<file path="src/rtl/core/sipc_pkg.sv">
// shared types, constants and codes of the steering controller
package sipc_pkg;

    // default values of the top-level parameters
    localparam int DEF_PWM_FULL_SCALE = 17000;
    localparam int DEF_COEF_WIDTH     = 24;

    // field widths
    localparam int SENSOR_W  = 12;
    localparam int REF_W     = 17;
    localparam int ACCEL_W   = 16;
    localparam int PWM_W     = 15;
    localparam int EFFORT_W  = 18;
    localparam int TICKS_W   = 16;
    localparam int ERR_W     = 21;
    localparam int CFG_IDX_W = 3;

    // datapath widths
    localparam int MUL_A_W  = 32;
    localparam int MUL_B_W  = 28;
    localparam int PROD_W   = MUL_A_W + MUL_B_W;
    localparam int ACC_W    = 56;
    localparam int ANGLE_W  = 28;
    localparam int X_W      = 27;
    localparam int Q_W      = 20;
    localparam int RECIP_SH = 32;
    localparam int DUTY_W   = 17;
    localparam int FRAC_W   = 16;

    // register indexes; the coefficient indexes also select the filter tap
    localparam logic [CFG_IDX_W-1:0] REG_COEF_B0       = 3'd0;
    localparam logic [CFG_IDX_W-1:0] REG_COEF_B1       = 3'd1;
    localparam logic [CFG_IDX_W-1:0] REG_COEF_B2       = 3'd2;
    localparam logic [CFG_IDX_W-1:0] REG_COEF_A1       = 3'd3;
    localparam logic [CFG_IDX_W-1:0] REG_COEF_A2       = 3'd4;
    localparam logic [CFG_IDX_W-1:0] REG_ACCEL_TIMEOUT = 3'd5;
    localparam int NUM_TAPS = 5;

    // register reset values
    localparam int COEF_B0_RESET       = 393216;
    localparam int ACCEL_TIMEOUT_RESET = 500;

    // wheel map, Q16
    localparam logic [SENSOR_W-1:0] BREAK_POINT = 12'd1857;
    localparam int SLOPE_HI  = -10420;
    localparam int OFFSET_HI = 25244467;
    localparam int SLOPE_LO  = -11384;
    localparam int OFFSET_LO = 27039498;

    // error scaling: divide by 90 via reciprocal floor(2^32 / 90)
    localparam int ERR_DIV  = 90;
    localparam int ERR_HALF = 45;
    localparam int RECIP_90 = 47721858;

    // effort clamp and rounding
    localparam longint ACC_ONE  = 64'sd4294967296;
    localparam int     HALF_LSB = 32768;
    localparam int     ONE_Q16  = 65536;

    typedef enum logic [3:0] {
        ST_IDLE,
        ST_WHEEL,
        ST_DIFF,
        ST_RECIP,
        ST_QUOT,
        ST_ERR,
        ST_TAP,
        ST_ACC,
        ST_CLAMP,
        ST_PWM,
        ST_OUT
    } sipc_state_t;

    typedef enum logic [2:0] {
        MUL_NONE,
        MUL_WHEEL,
        MUL_RECIP,
        MUL_QUOT,
        MUL_TAP,
        MUL_PWM
    } sipc_mul_sel_t;

    typedef struct packed {
        sipc_mul_sel_t          mul_sel;
        logic [CFG_IDX_W-1:0]   tap_idx;
        logic                   load_sample;
        logic                   load_x;
        logic                   load_q0;
        logic                   load_err;
        logic                   acc_clr;
        logic                   acc_add;
        logic                   load_effort;
        logic                   load_out;
    } sipc_cmd_t;

    typedef struct packed {
        logic out_free;
    } sipc_status_t;

endpackage

</file>
<file path="src/rtl/core/sipc_ctrl.sv">
// sequencer: walks one tick through the shared multiplier
module sipc_ctrl (
    input  logic                  clk,
    input  logic                  rst_n,
    input  logic                  in_valid,
    output logic                  in_ready,
    input  sipc_pkg::sipc_status_t status,
    output sipc_pkg::sipc_cmd_t    cmd
);
    import sipc_pkg::*;

    sipc_state_t          state_reg;
    sipc_state_t          state_next;
    logic [CFG_IDX_W-1:0] tap_reg;
    logic [CFG_IDX_W-1:0] tap_next;

    always_ff @(posedge clk or negedge rst_n)
    begin
        if (!rst_n)
        begin
            state_reg <= ST_IDLE;
            tap_reg   <= REG_COEF_B0;
        end
        else
        begin
            state_reg <= state_next;
            tap_reg   <= tap_next;
        end
    end

    always_comb
    begin
        state_next  = state_reg;
        tap_next    = tap_reg;
        in_ready    = 1'b0;
        cmd         = '0;
        cmd.mul_sel = MUL_NONE;
        cmd.tap_idx = tap_reg;
        unique case (state_reg)
            ST_IDLE:
            begin
                in_ready = 1'b1;
                if (in_valid)
                begin
                    cmd.load_sample = 1'b1;
                    state_next      = ST_WHEEL;
                end
            end
            ST_WHEEL:
            begin
                cmd.mul_sel = MUL_WHEEL;
                state_next  = ST_DIFF;
            end
            ST_DIFF:
            begin
                cmd.load_x = 1'b1;
                state_next = ST_RECIP;
            end
            ST_RECIP:
            begin
                cmd.mul_sel = MUL_RECIP;
                state_next  = ST_QUOT;
            end
            ST_QUOT:
            begin
                cmd.mul_sel = MUL_QUOT;
                cmd.load_q0 = 1'b1;
                state_next  = ST_ERR;
            end
            ST_ERR:
            begin
                cmd.load_err = 1'b1;
                cmd.acc_clr  = 1'b1;
                tap_next     = REG_COEF_B0;
                state_next   = ST_TAP;
            end
            ST_TAP:
            begin
                // product of the previous tap lands in the accumulator
                cmd.mul_sel = MUL_TAP;
                cmd.acc_add = (tap_reg != REG_COEF_B0);
                if (tap_reg == REG_COEF_A2)
                begin
                    state_next = ST_ACC;
                end
                else
                begin
                    tap_next = tap_reg + 1'b1;
                end
            end
            ST_ACC:
            begin
                cmd.acc_add = 1'b1;
                state_next  = ST_CLAMP;
            end
            ST_CLAMP:
            begin
                cmd.load_effort = 1'b1;
                state_next      = ST_PWM;
            end
            ST_PWM:
            begin
                cmd.mul_sel = MUL_PWM;
                state_next  = ST_OUT;
            end
            ST_OUT:
            begin
                if (status.out_free)
                begin
                    cmd.load_out = 1'b1;
                    state_next   = ST_IDLE;
                end
            end
            default:
            begin
                state_next = ST_IDLE;
            end
        endcase
    end
endmodule

</file>
<file path="config.mk">
export PLATFORM = sky130hd
export DESIGN_NAME = sipc_ctrl
export DESIGN_NICKNAME = d
export VERILOG_FILES = /design/src/rtl/core/sipc_pkg.sv /design/src/rtl/core/sipc_ctrl.sv
export SDC_FILE = /design/constraint.sdc
export NUM_CORES = 1
export LEC_CHECK = 0
export BUFFER_PORTS_ARGS = -buffer_cell sky130_fd_sc_hd__buf_2
export CORE_MARGIN = 8
export CORE_UTILIZATION = 35
export CTS_BUF_LIST = sky130_fd_sc_hd__clkbuf_8
export DETAILED_ROUTE_END_ITERATION = 12
export GPL_TIMING_DRIVEN = 0
export PLACE_DENSITY_LB_ADDON = 0.08
export SLEW_MARGIN = 20
export SYNTH_ARGS = -nofsm -noshare
export SYNTH_HDL_FRONTEND = slang
export SYNTH_SLANG_ARGS = --single-unit
</file>
<file path="constraint.sdc">
create_clock -name clk -period 2.5 [get_ports clk]
set_input_delay 0.125 -clock clk [delete_from_list [all_inputs] [get_ports clk]]
set_output_delay 0.125 -clock clk [all_outputs]
set_load 0.05 [all_outputs]
</file>
==> results of run 1 <==
[routing by layer]
metal	up-vias	track usage	wire length [um]
met2	9	0.1642	689
met1	249	0.1252	567
met4	0	0.01230	0
met3	0	0.04076	76
met5	-	0	0
li1	272	-	-
[Yosys cell counts]
library cell and n:
ha_1 2, o22ai_1 1, a211oi_1 1, a211o_1 1, a21oi_1 4, nor4_1 2, nand2b_1 4, buf_2 3
nand3_1 1, mux2_2 1, inv_1 2, o21ai_1 1, nor3_1 4, clkbuf_1 2, nor2_1 5, buf_4 1
and4_1 1, and2_1 2, nor3b_1 1, a31oi_1 1, mux2i_1 2, a221oi_1 1, o21ai_0 4, nor2b_1 2
or2_1 1, dfrtp_1 7, buf_6 1, nand2_1 7, o21a_1 1
[path summary, 6_finish.rpt]
check                               end  depth (start not counted)
min reg2reg                  tap_reg[0]                          1
max reg2reg                state_reg[0]                          4
max                             cmd[11]                          4
min in group asynchronous    tap_reg[1]                          2
min                        state_reg[3]                          4
max in group asynchronous  state_reg[2]                          2
[cell usage in the layout, fill, tap and decap left out, types with 2 or more instances in the layout]
cell type,instances
a21oi_1,4
nand2_1,7
mux2i_1,2
nor2_1,5
o21ai_0,4
and2_1,2
dfrtp_1,7
inv_1,3
ha_1,2
clkbuf_8,3
nor2b_1,2
clkbuf_1,2
nor3_1,4
nand2b_1,4
buf_2,21
[per-stage QoR]
stage / worst slack [ns] / hold slack, ns / cell area (um^2) / util / instances
final: 0.7761 / 0.2387 / 696.9 / 0.4793 / 105
after global routing: 0.6510 / 0.2739 / 696.9 / 0.4793 / 105
after CTS: 0.7611 / 0.2328 / 696.9 / 0.4793 / 105
after detailed placement: 1.003 / -0.03394 / 641.9 / 0.4415 / 100
after global placement: 1.009 / -0.03516 / 641.9 / 0.4415 / 100
after floorplan: 0.2947 / -0.1706 / 531.8 / - / 66
[logic make-up (layout without fill, tap and decap cells)]
logic type      count (synthesis)  in the layout  synth area share
compound gates                 15             15            0.1715
fa+ha+maj                       2              2           0.04761
buf+inv                         9             32           0.09286
flops                           7              7            0.3333
mux                             3              3           0.05952
simple gates                   30             30            0.2952
[worst reg2reg max path, cell delays in order (launching register included)]
cell and delay (ns):
dfrtp_1 0.39, inv_1 0.06, ha_1 0.22, a211o_1 0.36
and2_1 0.16
[final cells by class]
| class | instances | share of cell area |
|---|---|---|
| tap | 16 | 0.02873 |
| clock buffer | 3 | 0.05925 |
| multi-input combinational | 50 | 0.4417 |
| timing repair buffer | 19 | 0.1436 |
| clock inverter | 1 | 0.005386 |
| buffer | 7 | 0.05925 |
| sequential | 7 | 0.2513 |
| inverter | 2 | 0.01077 |
[timing repair]
| item | 4_1_cts | 5_1_grt |
|---|---|---|
| endpoints found under the hold margin | 7 | 0 |
| hold buffers | 1 | 0 |
| endpoints found under the setup margin | 0 | 0 |
==> qor.txt, run 1 <==
Status -> completed
Largest net degree at the start of global routing -> 11
DR vias -> 530
Number of global-route vias before repair -> 510
Worst Setup Path Type -> flop to output port
Clock Sinks -> 7
# H-tree levels -> 1
WP data arrival -> 1.60 ns
Max Freq -> 580.1 MHz
GRT Total Usage -> 0.1008
Worst Path Required -> 2.38 ns
Hold Crit Class -> primary input to flop
CP Cell Sequence -> buf_2, mux2_2, nor2_1, buf_2
CTS tree -> built
Synth Instances -> 66
Reg area -> 175.2 um^2
Most used cell along the critical path -> buf_2
R2R setup slack -> 1.19 ns
Routed wire per std cell -> 12.70 um
Synth area leaders -> dfrtp_1, nand2_1, ha_1, nand2b_1, a21oi_1
CP endpoint kind -> output port
Register area share after synthesis -> 0.3333
Min-delay src -> status
Die ar. -> 2998 um^2
Ys Warns -> 0
Fin Setup TNS -> 0 ns
Endpoints failing setup -> 0
Slowest cell delay on critical path -> 0.44 ns
Ant diodes -> 0
Routed wire length -> 1333 um
Clock Path Buffers -> 2
Core area -> 1454 um^2
Num rows -> 14
Max FFs per register -> 4
Synth area leader -> dfrtp_1
Unique masters post-synth -> 29
Hpwl dp -> 1046 um
Synthesis-to-finish area growth -> 32.62%
TritonRoute pass-1 iters -> 4
Worst setup SP type -> flop
Final hold violation count -> 0
Critical path's top delay family -> buffers and inverters
Mapped Area -> 525.5 um^2
Seq cells post-synth -> 7
First-pass GRT wire length -> 2263 um
CP startpoint -> state_reg[0]
DR DRC count -> 0
Initial Util -> 0.3614
Worst Path Max Fanout -> 10
Synth Net Count -> 72
Vias per cell -> 5.048
Root Buffer -> clkbuf_8
Initial antenna violation count -> 0
PortBufs -> 18
Grt ovf -> 0
Clk_lat worst skew -> 0.22 ns
DIE HEIGHT -> 54.75 um
Top cell type's share of synthesized area -> 0.3333
Avg Inst Size Synth -> 7.962 um^2
Final antenna-violating net count -> 0
Relative slew slack -> 0.7108
Fillcell total -> 159
Max-slew violation count -> 0
Reg-to-Reg Start -> tap_reg[0]
Max-cap viol count -> 0
Layout Nets -> 96
RSZ-0062 raised after global routing -> no
Num CTS Buffers -> 3
Placer Congestion -> 0.7264
Period minus WS final -> 1.724 ns
Worst-path clk slew -> 0.04 ns
Initial DRC Count -> 13
I/O Pins -> 19
Die W -> 54.75 um
Final Cycle Share -> 0.6896
Layout cells sized above 1 -> 0.3146
Setup bufs post-CTS -> 0
CP max stage cell -> dfrtp_1
Crit path buf inv count -> 2
Multi-input gate area -> 307.8 um^2
Worst-margin pin slew -> 0.4338 ns
Post-CTS sizing -> 0
Skew final -> 0.001267 ns
Power of run 1 is left out: the tool's default activity adds up to more than one toggle a clock period on the data nets, which glitch-free logic cannot reach.
==> run 2: changes to the inputs <==
--- a/config.mk
+++ b/config.mk
@@ -5,6 +5,7 @@
 export SDC_FILE = /design/constraint.sdc
 export NUM_CORES = 1
 export LEC_CHECK = 0
+export ABC_AREA = 1
 export BUFFER_PORTS_ARGS = -buffer_cell sky130_fd_sc_hd__buf_2
 export CORE_MARGIN = 8
 export CORE_UTILIZATION = 35
==> constraint.sdc (replaced) <==
create_clock -name clk -period 1.4 [get_ports clk]
set_input_delay 0.07 -clock clk [delete_from_list [all_inputs] [get_ports clk]]
set_output_delay 0.07 -clock clk [all_outputs]
set_load 0.05 [all_outputs]
==> run 2 against run 1 <==
The flow now finishes with violations (negative setup slack). Register-to-register slack worse by 1.0 ns. Hold slack worse by 0.018 ns. Critical path depth is the same. Clock skew grew 0.0027 ns. Die area rose by 0.66%. Non-clock buffer count up 1. Sequential share of layout area fell by 3.6 points. Critical endpoint is now cmd[2]. First-iteration DRC count decreased by 31%. Synthesized area grew 0.95%. Flip-flop and latch count unchanged. Utilization increased by 9.8 points.
==> qor.txt, run 2 <==
Status -> finished, violations left
Failing checks -> negative setup slack
Pwr/cell area -> 2737 nW/um^2
Worst-margin pin slew -> 0.2524 ns (-0.1814 ns)
Initial antenna violation count -> 0 (unchanged)
Synthesis-to-finish area growth -> 60.14%
Dpl cell area -> 675.6 um^2 (+5.3%)
Sequential Power Share -> 0.164
Register area share after synthesis -> 0.3302 (-0.003145)
Worst Path Max Fanout -> 5 (-5)
Die ar. -> 3017 um^2 (+0.66%)
DIE HEIGHT -> 54.93 um (+0.33%)
Clock Sinks -> 7 (unchanged)
Seq cells post-synth -> 7 (unchanged)
CP Cell Sequence -> nor2_4, inv_4, a311oi_4, buf_6
RSZ-0062 raised after global routing -> yes
Initial DRC Count -> 9 (-4)
Core area -> 1471 um^2 (+1.2%)
Fin cells -> 121 (+15%)
Placed Cells -> 109 (+9.0%)
Count leader, synth -> nand2_1
Final WS setup -> -0.005807 ns (-0.7819 ns)
CTS tree -> built
Switch share -> 0.5473
VDD IR max -> 1.103 mV
Max Freq -> 711.3 MHz
Max FFs per register -> 4 (unchanged)
I/O Pins -> 19 (unchanged)
Synth top cells by count -> nand2_1, inv_1, nor2_1, dfrtp_1, o21ai_0
Worst-path clk slew -> 0.04 ns (about the same)
Root Buffer -> clkbuf_8
Max-slew violation count -> 0 (unchanged)
Synth Net Count -> 81 (+13%)
Leak -> 0.0004437 uW
Internal -> 1053 uW
Post-placement worst setup slack -> 0.03262 ns (-0.9702 ns)
Synth area leader -> dfrtp_1
Clock Path Buffers -> 2 (unchanged)
Clk_lat worst skew -> 0.23 ns (about the same)
Number of enable flip-flop cells after synthesis -> 0 (unchanged)
Mapped Area -> 530.5 um^2 (+0.95%)
Ys Warns -> 0 (unchanged)
Placer Congestion -> 0.7686 (+5.8%)
Cell area after layout -> 849.6 um^2 (+22%)
Worst Setup Path Type -> flop to output port
Avg Inst Size Synth -> 7.073 um^2 (-11%)
Post-synth ARST share -> 1.000 (unchanged)
WP data arrival -> 1.34 ns (-0.26 ns)
Relative slew slack -> 0.8329 (+0.1221)
Ys flop type -> dfrtp_1
TritonRoute pass-1 iters -> 4 (unchanged)
Top cell type's share of synthesized area -> 0.3302 (-0.003145)
DR vias -> 572 (+7.9%)
P_sw -> 1273 uW
Ant diodes -> 0 (unchanged)
Max-cap viol count -> 0 (unchanged)
# H-tree levels -> 1 (unchanged)
Period minus WS final -> 1.406 ns
Number of global-route vias before repair -> 507 (-0.59%)
Clock Power Share -> 0.120
Hpwl dp -> 1052 um (+0.55%)
Worst setup SP type -> flop
Final antenna-violating net count -> 0 (unchanged)
Combinational Power Share -> 0.715
First-pass GRT wire length -> 2118 um (-6.4%)
CP endpoint kind -> output port
Worst Path Required -> 1.33 ns (-1.05 ns)
Most common cell after layout, fill and taps aside -> buf_4
Layout Nets -> 112 (+17%)
Layout cells sized above 1 -> 0.5333 (+0.2187)
Num rows -> 14 (unchanged)
Die W -> 54.93 um (+0.33%)
Final Cycle Share -> 1.004
PortBufs -> 18 (unchanged)
Reg area -> 182.7 um^2 (+4.3%)
GRT Total Usage -> 0.09714 (-0.003678)
Synth Instances -> 75 (+14%)
Unique masters post-synth -> 20 (-31%)
Endpoints failing setup -> 1 (+1)
Grt ovf -> 0 (unchanged)
DR DRC count -> 0 (unchanged)
Fillcell total -> 141 (-11%)
Initial Util -> 0.3605 (-0.0009015)
Largest net degree at the start of global routing -> 8 (-3)
Num CTS Buffers -> 3 (unchanged)
Synth area leaders -> dfrtp_1, nand2_1, inv_1, nor2_1, o21ai_0
CP max stage cell -> dfrtp_2
Hold Crit Class -> primary input to async pin
Routed wire length -> 1400 um (+5.0%)
Crit path buf inv count -> 2 (unchanged)
Skew final -> 0.003941 ns (+0.002674 ns)
Routed wire per std cell -> 11.57 um (-8.9%)
Final hold violation count -> 0 (unchanged)
Commonest non-fill, non-tap cells in the layout -> buf_4, inv_1, nand2_1
Slowest cell delay on critical path -> 0.44 ns (about the same)
Multi-input gate area -> 331.6 um^2 (+7.7%)
Vias per cell -> 4.727 (-6.3%)
Critical path's top delay family -> flip-flops
[run 2: timing repair]
action,4_1_cts,5_1_grt
setup buffers,3,4
endpoints found under the setup margin,10,11
gates resized for setup,19,7
cloned,0,0
hold buffers,1,0
pin swaps,1,2
hold endpoints to repair,7,0
[run 2: final timing paths]
kind | startpoint | endpoint | slack [ns] | cells after the start
min in group clk | status | state_reg[3] | 0.24 | 4
max in group asynchronous | rst_n | state_reg[2] | 1.00 | 2
hold / removal | rst_n | tap_reg[2] | 0.22 | 2
setup reg to reg | tap_reg[1] | tap_reg[1] | 0.19 | 7
setup / recovery | state_reg[3] | cmd[2] | -0.006 | 4
hold reg to reg | tap_reg[1] | tap_reg[1] | 0.55 | 2
[run 2: stage by stage]
| step | power, uW | TNS (ns) | utilization | hold WS (ns) |
|---|---|---|---|---|
| floorplan | 1475 | -0.9449 | - | -0.2256 |
| global placement | 1722 | 0 | 0.4592 | -0.08416 |
| detailed placement | 1736 | 0 | 0.4592 | -0.08639 |
| CTS | 2220 | -0.04570 | 0.5451 | 0.1996 |
| global route | 2480 | -0.1662 | 0.5774 | 0.2351 |
| finish | 2326 | -0.005807 | 0.5774 | 0.2211 |
[run 2: logic make-up after synthesis]
kind of cell	after synthesis	share of synthesized area
xor gates and xnor gates	1	0.01651
AOI/OAI and AO/OA	8	0.08963
DFF	7	0.3302
and+or+nand+nor	39	0.3821
adders and majority gates	2	0.04716
buffers and inverters	18	0.1344
[run 2: worst reg2reg max path, delay by kind of cell, from the launching register on]
family                     cells  cell delay, ns
and+or+nand+nor                5            0.42
DFF                            1            0.41
adders and majority gates      1            0.19
buffers and inverters          1            0.06
[run 2: layout make-up]
class,count,share of cell area
timing repair buffer,26,0.2312
clock buffer,3,0.04860
clock inverter,1,0.004418
sequential,7,0.2150
inverter,17,0.07806
buffer,1,0.008837
multi-input combinational,50,0.3903
tap,16,0.02356
[run 2: layer usage]
layer / vias up / wire length, um / track usage
met5: - / 0 / 0
met4: 0 / 29 / 0.04800
met3: 4 / 126 / 0.03476
met2: 14 / 653 / 0.1623
met1: 262 / 590 / 0.1070
li1: 292 / - / -
[run 2: power by group through the flow]
stage	Clock, uW	Sequential, uW	Combinational, uW
3_5_place_dp	0	393	1340
6_report	280	382	1660
3_3_place_gp	0	394	1330
5_1_grt	300	390	1790
4_1_cts	289	378	1550
2_1_floorplan	0	447	1030
(Power assumes the default switching activity.)
